<file path="config.mk">
export PLATFORM = sky130hd
export DESIGN_NAME = filtered_async_serial_receiver_unit
export DESIGN_NICKNAME = d
export VERILOG_FILES = /design/src/sv/fasr_pkg.sv /design/src/sv/filtered_async_serial_receiver_unit.sv
export SDC_FILE = /design/constraint.sdc
export NUM_CORES = 1
export LEC_CHECK = 0
export BUFFER_PORTS_ARGS = -buffer_cell sky130_fd_sc_hd__buf_2
export CAP_MARGIN = 20
export CORE_UTILIZATION = 55
export DETAILED_ROUTE_END_ITERATION = 12
export PLACE_DENSITY_LB_ADDON = 0.2
export SETUP_SLACK_MARGIN = 0.02
export SLEW_MARGIN = 15
export SYNTH_ARGS = -nofsm -noshare
export SYNTH_HDL_FRONTEND = slang
export SYNTH_SLANG_ARGS = --single-unit
</file>
<file path="constraint.sdc">
create_clock -name clk_i -period 9.4 [get_ports clk_i]
set_clock_uncertainty 0.2 [all_clocks]
set_input_delay 1.41 -clock clk_i [delete_from_list [all_inputs] [get_ports clk_i]]
set_output_delay 1.41 -clock clk_i [all_outputs]
set_load 0.01 [all_outputs]
</file>
<file path="src/sv/fasr_pkg.sv">
// Package for the filtered serial receiver: register indexes, reset values,
// frame status codes and symbol numbers. No dependencies.
package fasr_pkg;

  // Window depth used when the top level is not told otherwise.
  localparam int unsigned DefWindowSamples = 32;

  // Configuration port widths.
  localparam int unsigned CfgIndexWidth = 3;
  localparam int unsigned CfgDataWidth  = 16;
  localparam int unsigned TimeWidth     = 16;
  localparam int unsigned HystWidth     = 6;

  // Configuration register indexes.
  localparam logic [CfgIndexWidth-1:0] RegTickUs       = 3'd0;
  localparam logic [CfgIndexWidth-1:0] RegSampleUs     = 3'd1;
  localparam logic [CfgIndexWidth-1:0] RegHalfSymbolUs = 3'd2;
  localparam logic [CfgIndexWidth-1:0] RegSymbolUs     = 3'd3;
  localparam logic [CfgIndexWidth-1:0] RegHysteresis   = 3'd4;

  // Register values after reset.
  localparam logic [TimeWidth-1:0] RstTickUs       = 16'd128;
  localparam logic [TimeWidth-1:0] RstSampleUs     = 16'd128;
  localparam logic [TimeWidth-1:0] RstHalfSymbolUs = 16'd11000;
  localparam logic [TimeWidth-1:0] RstSymbolUs     = 16'd22000;
  localparam logic [HystWidth-1:0] RstHysteresis   = 6'd8;

  // Symbol numbers within a frame.
  localparam logic [3:0] SymIdle  = 4'd0;
  localparam logic [3:0] SymStart = 4'd1;
  localparam logic [3:0] SymStop  = 4'd10;

  // Frame status reported with each result.
  typedef enum logic [1:0] {
    StatusNone     = 2'd0,
    StatusStartErr = 2'd1,
    StatusStopErr  = 2'd2,
    StatusOk       = 2'd3
  } frame_status_e;

endpackage

</file>
<file path="src/sv/filtered_async_serial_receiver_unit.sv">
// Filtered 8N1 serial receiver: sample window with hysteresis vote, edge
// detect and a midpoint-sampling frame decoder. Depends on fasr_pkg.
//
// An input item passes the input register, then the result register, before its result
// is offered. Throughput: one item per cycle while the result side is not stalled; all
// state is updated by one pass of short logic between the two registers.
// Reset clears the window, counters, frame state and the configuration
// registers to their default values; the configuration port never stalls.
module filtered_async_serial_receiver_unit
  import fasr_pkg::*;
#(
  parameter int unsigned WindowSamples = DefWindowSamples
) (
  input  logic                     clk_i,
  input  logic                     rst_ni,
  // Configuration writes.
  input  logic                     cfg_valid_i,
  output logic                     cfg_ready_o,
  input  logic [CfgIndexWidth-1:0] cfg_index_i,
  input  logic [CfgDataWidth-1:0]  cfg_data_i,
  // Input items.
  input  logic                     in_valid_i,
  output logic                     in_ready_o,
  input  logic                     tick_i,
  input  logic                     line_level_i,
  // Result items.
  output logic                     out_valid_o,
  input  logic                     out_ready_i,
  output logic [1:0]               frame_status_o,
  output logic [7:0]               received_byte_o,
  output logic                     busy_res_o,
  output logic                     filtered_level_o,
  output logic                     edge_seen_o
);

  localparam int unsigned PosWidth = $clog2(WindowSamples);
  localparam int unsigned CntWidth = $clog2(WindowSamples + 1);
  localparam int unsigned CmpWidth = ((CntWidth > HystWidth) ? CntWidth : HystWidth) + 1;
  localparam logic [PosWidth-1:0] LastPos = PosWidth'(WindowSamples - 1);

  // Configuration registers.
  logic [TimeWidth-1:0] tick_us_q, sample_us_q, half_us_q, symbol_us_q;
  logic [HystWidth-1:0] hyst_q;

  // Input and result stage handshake state.
  logic in_valid_q, out_valid_q, advance;
  logic tick_q, level_in_q;

  // Filter and decoder state.
  logic [WindowSamples-1:0] window_q, window_d;
  logic [CntWidth-1:0]      ones_q, ones_d;
  logic [PosWidth-1:0]      pos_q, pos_d;
  logic                     filt_q, filt_d;
  logic [TimeWidth-1:0]     sample_el_q, sample_el_d;
  logic [TimeWidth-1:0]     symbol_el_q, symbol_el_d;
  logic [3:0]               sym_num_q, sym_num_d;
  logic                     mid_done_q, mid_done_d;
  logic [7:0]               shift_q, shift_d;

  // Result computed for the item in the input register.
  frame_status_e            status_d;
  logic [7:0]               byte_d;
  logic                     edge_d;

  // Result register.
  logic [1:0]               status_q;
  logic [7:0]               byte_q;
  logic                     busy_q, level_out_q, edge_q;

  assign cfg_ready_o = 1'b1;
  assign advance     = in_valid_q && (!out_valid_q || out_ready_i);
  assign in_ready_o  = !in_valid_q || advance;

  // One pass: window filter, then frame decoder.
  always_comb begin
    logic [TimeWidth-1:0] delta;
    logic [TimeWidth-1:0] sample_sum;
    logic [CmpWidth-1:0]  ones_w, zeros_w, hyst_w;
    logic                 sample_take;

    delta       = tick_q ? tick_us_q : '0;
    window_d    = window_q;
    ones_d      = ones_q;
    pos_d       = pos_q;
    filt_d      = filt_q;
    edge_d      = 1'b0;
    sym_num_d   = sym_num_q;
    mid_done_d  = mid_done_q;
    shift_d     = shift_q;
    status_d    = StatusNone;
    byte_d      = '0;

    // Sample timer and window update.
    sample_sum  = sample_el_q + delta;
    sample_take = (sample_sum >= sample_us_q);
    sample_el_d = sample_take ? (sample_sum - sample_us_q) : sample_sum;
    if (sample_take) begin
      ones_d = ones_q - CntWidth'(window_q[pos_q]) + CntWidth'(level_in_q);
      window_d[pos_q] = level_in_q;
      pos_d = (pos_q == LastPos) ? '0 : pos_q + 1'b1;
    end
    ones_w  = CmpWidth'(ones_d);
    zeros_w = CmpWidth'(WindowSamples) - ones_w;
    hyst_w  = CmpWidth'(hyst_q);

    // Majority vote with hysteresis against the previous level.
    if (sample_take) begin
      if (filt_q) begin
        filt_d = (zeros_w < ones_w + hyst_w);
      end else begin
        filt_d = (zeros_w + hyst_w < ones_w);
      end
      edge_d = (filt_d != filt_q);
    end

    // Symbol timer; a falling edge while idle opens a frame.
    symbol_el_d = symbol_el_q + delta;
    if (sym_num_q == SymIdle && edge_d && !filt_d) begin
      sym_num_d   = SymStart;
      mid_done_d  = 1'b0;
      symbol_el_d = '0;
    end

    // Midpoint check first, end of symbol otherwise.
    if (sym_num_d != SymIdle) begin
      if (!mid_done_d && symbol_el_d >= half_us_q) begin
        mid_done_d = 1'b1;
        if (sym_num_d == SymStart) begin
          if (filt_d) begin
            sym_num_d = SymIdle;
            status_d  = StatusStartErr;
          end
        end else if (sym_num_d == SymStop) begin
          sym_num_d = SymIdle;
          if (filt_d) begin
            status_d = StatusOk;
            byte_d   = shift_q;
          end else begin
            status_d = StatusStopErr;
          end
        end else begin
          shift_d = {shift_q[6:0], filt_d};
        end
      end else if (symbol_el_d >= symbol_us_q) begin
        sym_num_d   = sym_num_d + 4'd1;
        symbol_el_d = symbol_el_d - symbol_us_q;
        mid_done_d  = 1'b0;
      end
    end
  end

  // Control, configuration, filter and decoder state.
  always_ff @(posedge clk_i or negedge rst_ni) begin
    if (!rst_ni) begin
      tick_us_q   <= RstTickUs;
      sample_us_q <= RstSampleUs;
      half_us_q   <= RstHalfSymbolUs;
      symbol_us_q <= RstSymbolUs;
      hyst_q      <= RstHysteresis;
      in_valid_q  <= 1'b0;
      out_valid_q <= 1'b0;
      window_q    <= '0;
      ones_q      <= '0;
      pos_q       <= '0;
      filt_q      <= 1'b0;
      sample_el_q <= '0;
      symbol_el_q <= '0;
      sym_num_q   <= SymIdle;
      mid_done_q  <= 1'b0;
      shift_q     <= '0;
    end else begin
      if (cfg_valid_i) begin
        case (cfg_index_i)
          RegTickUs:       tick_us_q   <= cfg_data_i;
          RegSampleUs:     sample_us_q <= cfg_data_i;
          RegHalfSymbolUs: half_us_q   <= cfg_data_i;
          RegSymbolUs:     symbol_us_q <= cfg_data_i;
          RegHysteresis:   hyst_q      <= cfg_data_i[HystWidth-1:0];
          default: ;
        endcase
      end
      if (in_ready_o) begin
        in_valid_q <= in_valid_i;
      end
      out_valid_q <= advance || (out_valid_q && !out_ready_i);
      if (advance) begin
        window_q    <= window_d;
        ones_q      <= ones_d;
        pos_q       <= pos_d;
        filt_q      <= filt_d;
        sample_el_q <= sample_el_d;
        symbol_el_q <= symbol_el_d;
        sym_num_q   <= sym_num_d;
        mid_done_q  <= mid_done_d;
        shift_q     <= shift_d;
      end
    end
  end

  // Input and result payload registers.
  always_ff @(posedge clk_i) begin
    if (in_valid_i && in_ready_o) begin
      tick_q     <= tick_i;
      level_in_q <= line_level_i;
    end
    if (advance) begin
      status_q    <= status_d;
      byte_q      <= byte_d;
      busy_q      <= (sym_num_d != SymIdle);
      level_out_q <= filt_d;
      edge_q      <= edge_d;
    end
  end

  assign out_valid_o      = out_valid_q;
  assign frame_status_o   = status_q;
  assign received_byte_o  = byte_q;
  assign busy_res_o       = busy_q;
  assign filtered_level_o = level_out_q;
  assign edge_seen_o      = edge_q;

endmodule

</file>
* Word-level counts from Yosys, hierarchy flattened
Cells that the tools add are included.
** Storage, ports and cells
- Register bits after elaboration :: 176
- Output and inout bits :: 16
- Logic and storage cells :: 114
** Operators by class
- Add/sub/neg operators :: 11
- Order comparisons :: 7
- Equality and inequality tests :: 8
- Muxes and demuxes :: 32
- Bitwise logic cells :: 5
- Reductions and logical operators :: 28
** Operator list (count)
- $mux 16 :: 6
- $ge 16x16->1 :: 3
- $add 16x16->16 :: 2
- $bwmux 32 :: 1
- $sub 16x16->16 :: 2
- $mux 4 :: 7
- $reduce_and 2->1 :: 7
- $mux 1 :: 12
- $reduce_bool 4->1 :: 2
- $add 6x6->7 :: 1
- $add 7x6->7 :: 1
- $logic_and 1x1->1 :: 7
- $lt 7x6->1 :: 1
- $lt 7x7->1 :: 1
- $sub 6x6->7 const A :: 1
- $add 6x1->6 :: 1
- $eq 3x2->1 const B :: 2
- $lt 5x6->1 const B :: 1
- $mux 6 :: 1
- $sub 6x1->6 :: 1
- $add 5x1->5 const B :: 1
- $bmux 1 s5 :: 1
- $demux 1 s5 :: 1
- $eq 5x5->1 const B :: 1
- 16 further kinds :: 27

* Logic depth before layout (Yosys ltp)
Gate-level depths: netlist (run 1).
- Depth after elaboration :: 21
- Mapped depth :: 53
- Depth with buffers taken out :: 47

* Worst setup path before layout (run 1)
Ideal clock, no wire load.
- Path kind :: register -> register
- From :: register tick_q
- To :: register symbol_el_q[13]
- Setup time :: 0.082 ns
- Arrival :: 9.941 ns
- Data required time :: 9.118 ns
- Path slack :: -0.823 ns
- Cell stages (with the launch flop) :: 50
- Path through :: edfxtp_1 > buf_2 > clkbuf_1 > clkbuf_1 > and2_1 > ha_1 > maj3_1 > a221o_1 > a221oi_1 > a211oi_1 > o31ai_1 > nand2b_1 > a31oi_1 > xnor2_1 > ha_1 > a21o_1 > a31o_2 > a31oi_1 > (+14 left out) > nor2_1 > o311ai_0 > o21bai_1 > and2_4 > clkbuf_1 > clkbuf_1 > nor2_1 > ha_1 > a21o_1 > a21o_1 > a21o_1 > a211oi_1 > o311ai_0 > o21ai_2 > nor3_1 > buf_2 > or3_1 > a31oi_1
** Between the ends
- Word-level cells in the longest chain between the ends :: 18
- Elaborated cells between the ends (all ways) :: 30
- Classes of those cells :: add/sub (6); order compare (5); eq/ne (1); mux (12); reduce/logical (6)
** RTL lines
- start, declared :: line filtered_async_serial_receiver_unit.sv:47 : logic tick_q, level_in_q;
- start signal, assigned :: line filtered_async_serial_receiver_unit.sv:203 : tick_q <= tick_i;
- $mux 16 (*) :: line filtered_async_serial_receiver_unit.sv:81 : delta = tick_q ? tick_us_q : '0;
- $add 16x16->16 (*) :: line filtered_async_serial_receiver_unit.sv:94 : sample_sum = sample_el_q + delta;
- $ge 16x16->1 (*) :: line filtered_async_serial_receiver_unit.sv:95 : sample_take = (sample_sum >= sample_us_q);
- $mux 6 (*) :: line filtered_async_serial_receiver_unit.sv:97 : if (sample_take) begin
- net ones_d[2] :: line filtered_async_serial_receiver_unit.sv:51 : logic [CntWidth-1:0] ones_q, ones_d;
- $sub 6x6->7 :: line filtered_async_serial_receiver_unit.sv:103 : zeros_w = CmpWidth'(WindowSamples) - ones_w;
- $add 7x6->7 :: line filtered_async_serial_receiver_unit.sv:111 : filt_d = (zeros_w + hyst_w < ones_w);
- $lt 7x6->1 :: line filtered_async_serial_receiver_unit.sv:111
- (+3 left out)
- $mux 1 :: line filtered_async_serial_receiver_unit.sv:107 : if (sample_take) begin
- $logic_and 1x1->1 :: line filtered_async_serial_receiver_unit.sv:118 : if (sym_num_q == SymIdle && edge_d && !filt_d) begin
- $logic_and 1x1->1 (*) :: line filtered_async_serial_receiver_unit.sv:118
- $mux 16 / $mux 1 (equally long branches) :: line filtered_async_serial_receiver_unit.sv:118
- $sub 16x16->16, or another cell as far along :: line filtered_async_serial_receiver_unit.sv:146 : symbol_el_d = symbol_el_d - symbol_us_q;
- $mux 16 / $logic_and 1x1->1 (equally long branches) :: line filtered_async_serial_receiver_unit.sv:144, filtered_async_serial_receiver_unit.sv:126
- $mux 16 :: line filtered_async_serial_receiver_unit.sv:126 : if (!mid_done_d && symbol_el_d >= half_us_q) begin
- $mux 16 (*) :: line filtered_async_serial_receiver_unit.sv:125 : if (sym_num_d != SymIdle) begin
- end signal, assigned :: line filtered_async_serial_receiver_unit.sv:192 : symbol_el_q <= symbol_el_d;
- end, declared :: line filtered_async_serial_receiver_unit.sv:55 : logic [TimeWidth-1:0] symbol_el_q, symbol_el_d;
Mark *: on every way through the listed nets, which the timed path passes. The rest lies on a longest branch. The select of a mux whose other input is x is not followed.
A chain may end at the register's enable or synchronous reset.

* Final worst setup path (run 1)
- From :: register tick_q
- To :: register shift_q[2]
** Between the ends
- Word-level cells in the longest chain between the ends :: 17
- Elaborated cells between the ends (all ways) :: 30
- Classes of those cells :: add/sub (5); order compare (4); eq/ne (3); mux (9); bitwise (2); reduce/logical (7)
** RTL lines
- $mux 16 (*) :: line filtered_async_serial_receiver_unit.sv:81
- $add 16x16->16 :: line filtered_async_serial_receiver_unit.sv:94
- $ge 16x16->1 :: line filtered_async_serial_receiver_unit.sv:95
- $mux 6 :: line filtered_async_serial_receiver_unit.sv:97
- $sub 6x6->7 :: line filtered_async_serial_receiver_unit.sv:103
- $add 7x6->7 :: line filtered_async_serial_receiver_unit.sv:111
- $lt 7x6->1 :: line filtered_async_serial_receiver_unit.sv:111
- $mux 1 :: line filtered_async_serial_receiver_unit.sv:108 : if (filt_q) begin
- $mux 1 :: line filtered_async_serial_receiver_unit.sv:107
- $ne 1x1->1 :: line filtered_async_serial_receiver_unit.sv:113 : edge_d = (filt_d != filt_q);
- $mux 1 :: line filtered_async_serial_receiver_unit.sv:107
- $logic_and 1x1->1 (2 in series) :: line filtered_async_serial_receiver_unit.sv:118
- $mux 16, or another cell as far along :: line filtered_async_serial_receiver_unit.sv:118
- $ge 16x16->1, or another cell as far along :: line filtered_async_serial_receiver_unit.sv:126
- $logic_and 1x1->1 / $not 1->1 (equally long branches)
- $reduce_and 5->1 (no line) (*)
- end signal, assigned :: line filtered_async_serial_receiver_unit.sv:195 : shift_q <= shift_d;
- end, declared :: line filtered_async_serial_receiver_unit.sv:58 : logic [7:0] shift_q, shift_d;
Every way passes the cells marked *; elsewhere a longest branch is shown, timed or not. The select of a mux whose other input is x is not followed.

==> reports/qor.txt, run 1 <==
outcome: finished clean
Crit Path Class: register to register
fin. max-slew vios: 0
routed wire length per instance: 18.2 um
Overflow after GRT: 0
via count: 10,700
post-synthesis cell type count: 82
asr flop ratio synth: 0.915
largest net degree at the start of global routing: 86
cells after synthesis: 1,357
final hold vios: 0
Seq. cell area: 4500 um^2
area leader, netlist: dfrtp_1
Area contributors post-synth: dfrtp_1, ha_1, mux2_2, nand2_1, dfstp_2
fin crit period: 9140 ps
Worst slew margin: 0.270
clock-pin slew on the worst setup and hold paths: 80 ps
wire length on met1: 15,300 um
Main synth FF type: dfrtp_1
post-synthesis cell area: 12,600 um^2
layout net count: 1,648
fin crit share: 0.972
Syn Area/Cell: 9.26 um^2
CP endpoint: shift_q[2]$_DFFE_PN0P_
Post-DRT Antenna Nets: 0
Fmax: 109 MHz
R2R Setup Slk: 260 ps
clock sink count: 176
Crit. End Element: register
met2 wire length: 15,500 um
min-delay worst type: register to register
first-pass GRT wire length: 52,300 um
htree depth: 4
maxcap violations: 0
setup violators final: 0
Crit path depth: 42
Buf/Inv on CP: 3
Worst R2R End: shift_q[2]$_DFFE_PN0P_
Worst EP required: 9530 ps
Worst Path Max Fanout: 8
core area: 22,100 um^2
delay-heaviest family, CP: compound AO/OA/AOI/OAI gates
Top Ports: 42
Worst Tran Pin Value: 1090 ps
Starting Density: 0.569
placed wire-length estimate: 23,900 um
ANT cells: 0
RSZ-0062 raised after global routing: yes
reg2reg start: tick_q$_DFFE_PP_
DR vias/cell: 5.92
Die Wd: 153 um
CTS Hold Buffers Added: 0
gpl congestion: 0.937
slowest CP cell: or4_4
initial antenna violation count: 0
port bufs: 40
CP max stage delay: 550 ps
row cnt: 54
Die ar.: 23,400 um^2
Worst-Skew Late Latency: 450 ps
drt total wl: 32,900 um
vias in the first global route: 10,200
TritonCTS clock tree: done
Net Count, Synth: 1,486
# fillers: 1,687
Worst Reg-to-Reg Cells: 42
Syn. warnings: 0
register area share after synthesis: 0.358
crit path DAT: 9270 ps
most numerous cell in the Yosys netlist: nand2_1
Area Overhead vs Synth: 21.5%
Die Y-Extent: 153 um
area occupied by multi-input gates: 8010 um^2
Pre-antenna DRT Iters: 5
Post-synth EDFFs: 15
CTS buffer count: 17
flops & latches, synth: 176
layout cells sized above 1: 0.285
met3 routed WL: 1570 um
gr usage total: 0.280
post-route setup TNS: 0 ps
CP startpoint: tick_q$_DFFE_PP_
initial drt markers: 664
clk buf depth: 2
CP Launch Type: register
DRC Markers: 0
top-area cell type share of the netlist area: 0.283
Highest Signal Layer: met4
Root Driver: clkbuf_16
Post-synth top cells: nand2_1, dfrtp_1, ha_1, o21ai_0, nor2_1
[stage by stage]
| stage | utilization | instance area, um^2 | setup WS, ps | std cells | hold WS [ps] |
|---|---|---|---|---|---|
| 4_1_cts | 0.664 | 14700 | 18.0 | 1789 | 305 |
| 6_report | 0.691 | 15300 | 262 | 1812 | 305 |
| 3_5_place_dp | 0.633 | 14000 | -365 | 1754 | 288 |
| 3_3_place_gp | 0.632 | 14000 | -188 | 1753 | 259 |
| 5_1_grt | 0.691 | 15300 | -180 | 1812 | 316 |
| 2_1_floorplan | - | 12700 | -5.02 | 1357 | 245 |
[cells in the final DEF (no fill, tap or decap), types with 10 or more instances in the layout]
master     synthesis  layout
mux2i_1           13      10
xnor2_1           49      46
dfstp_2           19      19
nor4_1            10      10
a21oi_1           78      68
and2_1            30      28
nand3_1           29      28
buf_4              1     145
a21o_1            37      36
ha_1              99      91
a31oi_1           17      13
o21ai_0           99      97
nand2_1          144     142
buf_2              9      39
nor2_1            98      89
nor3_1            20      18
buf_6              1      10
mux4_2            10      10
inv_1             86      83
dfrtp_1          142     142
nand4_1           12      12
nand2b_1          14      14
clkbuf_16          0      17
and3_1            10      10
or3_1             14      14
edfxtp_1          15      15
xor2_1            31      30
mux2_2            75      75
[per-layer routing]
metal  track usage  up-vias
met5             0        -
met4        0.0914        0
met3        0.0414       48
met2         0.447      279
met1         0.392     5222
li1              -     5179
[layout make-up]
class / instances / area share
multi-input cells: 1040 / 0.525
flip-flops and latches: 176 / 0.295
repair buffers: 197 / 0.0951
clock buffers: 17 / 0.0279
well taps: 280 / 0.0230
inverters: 87 / 0.0214
clock inverters: 15 / 0.0126
[worst min-delay path by stage]
| stage | start | to | slack (ps) | cells after the start |
|---|---|---|---|---|
| after global routing | window_q[17]$_DFFE_PN0P_ | window_q[17]$_DFFE_PN0P_ | 320 | 1 |
| final | window_q[7]$_DFFE_PN0P_ | window_q[7]$_DFFE_PN0P_ | 300 | 1 |
| after CTS | tick_us_q[6]$_DFFE_PN0P_ | tick_us_q[6]$_DFFE_PN0P_ | 300 | 1 |
| after floorplan | sample_el_q[8]$_DFFE_PN0P_ | sample_el_q[8]$_DFFE_PN0P_ | 250 | 2 |
| after detailed placement | tick_us_q[6]$_DFFE_PN0P_ | tick_us_q[6]$_DFFE_PN0P_ | 290 | 1 |
| after global placement | sample_el_q[8]$_DFFE_PN0P_ | sample_el_q[8]$_DFFE_PN0P_ | 260 | 2 |
[repair_timing]
| action | 4_1_cts | 5_1_grt |
|---|---|---|
| pin swaps | 2 | 48 |
| cloned | 0 | 1 |
| setup buffers | 3 | 21 |
| gates resized for setup | 10 | 77 |
| setup endpoints to repair | 24 | 40 |
[registers in the layout, indices dropped and copies added (netlist names), 4 cells and up]
register / cells
half_us_q: 16
hyst_q: 6
ones_q: 6
pos_q: 5
received_byte_o: 8
sample_el_q: 16
sample_us_q: 16
shift_q: 8
sym_num_q: 4
symbol_el_q: 16
symbol_us_q: 16
tick_us_q: 16
window_q: 32
[worst register-to-register path, delay by kind of cell (launching register included)]
family | cells | cell delay [ps]
XOR/XNOR | 2 | 310
adder cells (fa/ha/maj) | 6 | 1640
AND/OR/NAND/NOR | 11 | 2090
flip-flops | 1 | 390
AO/OA/AOI/OAI | 18 | 3250
buffers and inverters | 3 | 510
multiplexers | 2 | 660
[logic make-up (layout without fill, tap and decap cells)]
family	after synthesis	after routing	share of synthesized area
adder cells (fa/ha/maj)	108	108	0.109
other	1	1	0.000299
AND/OR/NAND/NOR	413	414	0.156
XOR/XNOR	80	80	0.0558
buffers and inverters	142	316	0.0442
AO/OA/AOI/OAI	330	330	0.170
multiplexers	107	107	0.106
flip-flops	176	176	0.358
Power of run 1 is not shown: default switching activity piles up to over one toggle a cycle in this logic, so the estimate is an artifact.
==> run 2: changes to the inputs <==
Settings changed: REMOVE_ABC_BUFFERS from default to 1.
==> reports/qor.txt, run 2 (synthesis results as in run 1) <==
clk buf depth: 2 (unchanged)
layout net count: 1,617 (-1.9%)
final core utilization: 0.684 (-0.00697)
CP Launch Type: register
Top reg by flops: window_q
CTS buffer count: 17 (unchanged)
Die ar.: 23,400 um^2 (unchanged)
Worst Tran Pin Value: 1110 ps (+27.5 ps)
layout cells sized above 1: 0.277 (-0.00810)
fin crit period: 9180 ps (+37.4 ps)
Die Wd: 153 um (unchanged)
most frequent cells in the layout: dfrtp_1, nand2_1, buf_4
hold endpoint: sample_el_q[9]$_DFFE_PN0P_
CP max stage delay: 420 ps (-130 ps)
first-pass GRT wire length: 52,600 um (+0.65%)
Crit. End Element: register
Top Ports: 42 (unchanged)
routed wire length per instance: 18.5 um (+1.7%)
clock-pin slew on the worst setup and hold paths: 70 ps (about the same)
maxcap violations: 0 (unchanged)
hold path cells: 2 (+1)
row cnt: 54 (unchanged)
crit path DAT: 9330 ps (+60 ps)
post-route setup TNS: 0 ps (unchanged)
Crit Path Class: register to register
drt total wl: 32,900 um (about the same)
Worst Path Max Fanout: 16 (+8)
Overflow after GRT: 0 (unchanged)
placed wire-length estimate: 23,200 um (-2.9%)
DRC Markers: 0 (unchanged)
slowest CP cell: edfxtp_1
core area: 22,100 um^2 (unchanged)
crit-path most repeated cell: buf_4
Post-DRT Antenna Nets: 0 (unchanged)
worst hold start: sample_el_q[9]$_DFFE_PN0P_
Worst-Skew Late Latency: 440 ps (about the same)
reg2reg start: tick_q$_DFFE_PP_
Starting Density: 0.569 (unchanged)
min-delay worst type: register to register
Worst R2R End: symbol_el_q[15]$_DFFE_PN0P_
R2R Setup Slk: 220 ps (-40 ps)
gpl congestion: 0.981 (+4.7%)
Fmax: 109 MHz (-0.41%)
largest net degree at the start of global routing: 87 (+1.2%)
Die Y-Extent: 153 um (unchanged)
Pre-antenna DRT Iters: 5 (unchanged)
final hold vios: 0 (unchanged)
Worst slew margin: 0.252 (-0.0185)
port bufs: 40 (unchanged)
gr usage total: 0.282 (+0.00201)
fin crit share: 0.976 (+0.00397)
via count: 10,600 (-1.5%)
outcome: finished clean
initial drt markers: 774 (+17%)
Worst Reg-to-Reg Cells: 50 (+19%)
htree depth: 4 (unchanged)
vias in the first global route: 10,500 (+2.0%)
fin. max-slew vios: 0 (unchanged)
TritonCTS clock tree: done
ANT cells: 0 (unchanged)
DR vias/cell: 5.93 (+0.19%)
Worst EP required: 9560 ps (+30 ps)
Area Overhead vs Synth: 20.2%
RSZ-0062 raised after global routing: yes
max FFs per register: 32 (unchanged)
most common cell after layout, fill and taps aside: dfrtp_1
initial antenna violation count: 0 (unchanged)
Root Driver: clkbuf_16
clock sink count: 176 (unchanged)
setup violators final: 0 (unchanged)
[run 2: metal layers]
| metal | track usage | share of wire |
|---|---|---|
| met1 | 0.358 | 0.44 |
| met5 | 0 | 0 |
| met4 | 0.107 | 0.026 |
| met2 | 0.490 | 0.50 |
| met3 | 0.0369 | 0.040 |
[run 2: area by class of cell]
class                   count  area [um^2]
multi-input cells        1039         8040
flip-flops and latches    176         4500
fillers                  1710         6990
repair buffers            167         1260
well taps                 280          350
inverters                  87          327
clock inverters            15          196
clock buffers              17          425
[run 2: worst max-delay path, delay by kind of cell, from the launching register on]
kind / cells / cell delay [ps]
flip-flops: 1 / 420
AO/OA/AOI/OAI: 17 / 2780
AND/OR/NAND/NOR: 13 / 1730
XOR/XNOR: 2 / 200
adder cells (fa/ha/maj): 7 / 2070
multiplexers: 1 / 240
buffers and inverters: 10 / 1420
[run 2: per-stage QoR]
stage                     hold WS [ps]  cell area, um^2  worst slack (ps)  cells
after floorplan                    245            12300             -1240   1302
after global placement             267            13700              -297   1728
after detailed placement           278            13700              -491   1728
after CTS                          293            14500              40.3   1764
after global routing               318            15100             -91.8   1781
final                              287            15100               225   1781
[run 2: worst max path at each step]
stage / startpoint / end / slack (ps) / cells past startpoint
after detailed placement: tick_q$_DFFE_PP_ / symbol_el_q[8]$_DFFE_PN0P_ / -490 / 44
after floorplan: tick_q$_DFFE_PP_ / symbol_el_q[11]$_DFFE_PN0P_ / -1240 / 39
after CTS: tick_q$_DFFE_PP_ / symbol_el_q[15]$_DFFE_PN0P_ / 40 / 45
final: tick_q$_DFFE_PP_ / symbol_el_q[15]$_DFFE_PN0P_ / 220 / 50
after global routing: tick_q$_DFFE_PP_ / symbol_el_q[13]$_DFFE_PN0P_ / -90 / 47
after global placement: tick_us_q[0]$_DFFE_PN0P_ / symbol_el_q[1]$_DFFE_PN0P_ / -300 / 42
[run 2: timing repair]
action	4_1_cts	5_1_grt
hold buffers	0	0
gates cloned	0	2
pin swaps	11	59
endpoints found under the setup margin	39	40
gates resized for setup	18	100
buffers inserted	4	15
Power of run 2 is left out for the same reason.
==> run 3: changes to the inputs <==
Settings changed: BUFFER_PORTS_ARGS -buffer_cell sky130_fd_sc_hd__buf_2 to -buffer_cell sky130_fd_sc_hd__clkbuf_2, RECOVER_POWER from default to 25.
==> reports/qor.txt, run 3 (synthesis results as in run 1) <==
Worst EP required: 9520 ps (-40 ps)
first-pass GRT wire length: 51,700 um (-1.8%)
Worst slew margin: -2.38 (-2.63)
layout net count: 1,618 (+0.062%)
row cnt: 54 (unchanged)
Highest Signal Layer: met4
Post-Layout Cell Count: 1,782 (+0.056%)
routed wire length per instance: 18.2 um (-1.7%)
setup violators final: 0 (unchanged)
TritonCTS clock tree: done
initial drt markers: 813 (+5.0%)
area occupied by multi-input gates: 7960 um^2 (-1.1%)
Pre-antenna DRT Iters: 6 (+1)
fin crit share: 0.973 (-0.00284)
drt total wl: 32,400 um (-1.6%)
Post-DRT Antenna Nets: 0 (unchanged)
# fillers: 1,700 (-0.58%)
ANT cells: 0 (unchanged)
Worst Path Max Fanout: 7 (-9)
max FFs per register: 32 (unchanged)
most frequent cells in the layout: dfrtp_1, nand2_1, buf_4
R2R Setup Slk: 250 ps (+30 ps)
DRC Markers: 0 (unchanged)
WHS: 288 ps (+1.04 ps)
CP endpoint: symbol_el_q[15]$_DFFE_PN0P_
Setup WS pre-CTS: -496 ps (-4.84 ps)
gr usage total: 0.278 (-0.00449)
met2 wire length: 16,100 um (-1.3%)
Worst-Skew Late Latency: 450 ps (about the same)
Top reg by flops: window_q
Worst R2R End: symbol_el_q[15]$_DFFE_PN0P_
Fmax: 109 MHz (+0.29%)
Seq. cell area: 4500 um^2 (about the same)
gpl congestion: 0.927 (-5.5%)
Die Y-Extent: 153 um (unchanged)
CP startpoint: tick_q$_DFFE_PP_
Setup WS post-layout: 251 ps (+26.7 ps)
core area: 22,100 um^2 (unchanged)
Placed Cells incl. Taps: 1,735 (+0.41%)
most common cell after layout, fill and taps aside: dfrtp_1
CP max stage delay: 390 ps (-30 ps)
worst hold start: sample_el_q[8]$_DFFE_PN0P_
min-delay worst type: register to register
Root Driver: clkbuf_16
fin. max-slew vios: 95 (+95)
Overflow after GRT: 0 (unchanged)
crit path DAT: 9270 ps (-60 ps)
fin crit period: 9150 ps (-26.7 ps)
htree depth: 4 (unchanged)
via count: 10,500 (-0.21%)
clock-pin slew on the worst setup and hold paths: 70 ps (about the same)
final hold vios: 0 (unchanged)
Die Wd: 153 um (unchanged)
slowest CP cell: edfxtp_1
vias in the first global route: 10,200 (-2.5%)
initial antenna violation count: 0 (unchanged)
CTS buffer count: 17 (unchanged)
reg2reg start: tick_q$_DFFE_PP_
layout cells sized above 1: 0.274 (-0.00351)
outcome: finished with violations
Top Ports: 42 (unchanged)
DR vias/cell: 5.92 (-0.26%)
Worst Reg-to-Reg Cells: 45 (-10%)
Crit. End Element: register
clock sink count: 176 (unchanged)
Starting Density: 0.569 (unchanged)
Area Overhead vs Synth: 19.1%
CP Launch Type: register
clk buf depth: 2 (unchanged)
met3 routed WL: 1390 um (+5.6%)
port bufs: 40 (unchanged)
Worst Tran Pin Value: 5070 ps (+3950 ps)
largest net degree at the start of global routing: 95 (+9.2%)
wire length on met1: 14,200 um (-1.5%)
placed wire-length estimate: 23,300 um (+0.28%)
maxcap violations: 1 (+1)
Crit Path Class: register to register
Die ar.: 23,400 um^2 (unchanged)
crit-path most repeated cell: a21o_1
failing checks: max-capacitance violations, max-slew violations
-- run 3: cell count changes in the layout (fill, tap and decap cells not counted), sizes merged --
cell / previous run / this run
clkbuf: 19 / 59
buf: 165 / 126
inv: 93 / 96
clkinv: 5 / 3
bufinv: 2 / 1
-- run 3: stage by stage --
step                instance area [um^2]  TNS [ps]  utilization
global placement                   13800     -7670        0.624
finish                             15000         0        0.677
floorplan                          12300    -22820            -
global route                       15000     -3170        0.677
detailed placement                 13800    -13480        0.624
CTS                                14400         0        0.653
-- run 3: area by class of cell --
type / instances / share of cell area
timing repair buffer: 168 / 0.0829
inverter: 87 / 0.0218
tap: 280 / 0.0234
sequential: 176 / 0.301
clock inverter: 15 / 0.0107
multi-input combinational: 1039 / 0.532
clock buffer: 17 / 0.0284
-- run 3: repair_timing --
action                     4_1_cts  5_1_grt
resized for setup               15       90
pin swaps                        5       50
hold buffers                     0        0
setup buffers                    2       10
cloned                           0        2
setup endpoints to repair       40       40
-- run 3: worst min path at each step --
stage	end	slack, ps	cells past startpoint
2_1_floorplan	sample_el_q[8]$_DFFE_PN0P_	250	2
3_3_place_gp	sample_el_q[8]$_DFFE_PN0P_	260	2
3_5_place_dp	sample_el_q[8]$_DFFE_PN0P_	270	2
4_1_cts	sample_el_q[8]$_DFFE_PN0P_	290	2
5_1_grt	window_q[5]$_DFFE_PN0P_	320	1
6_report	sample_el_q[8]$_DFFE_PN0P_	290	2
-- run 3: critical path: cells and delay by family, from the launching register on --
family / cells / cell delay (ps)
and+or+nand+nor: 9 / 1080
xor gates and xnor gates: 1 / 110
DFF: 1 / 390
buffers and inverters: 6 / 840
muxes: 1 / 330
AOI/OAI and AO/OA: 22 / 4550
adders and majority gates: 6 / 1520
-- run 3: layer usage --
layer / global-route usage / up-vias
li1: - / 5093
met1: 0.365 / 5135
met2: 0.478 / 263
met3: 0.0374 / 51
met4: 0.0818 / 0
met5: 0 / -
Power of run 3 is left out for the same reason.
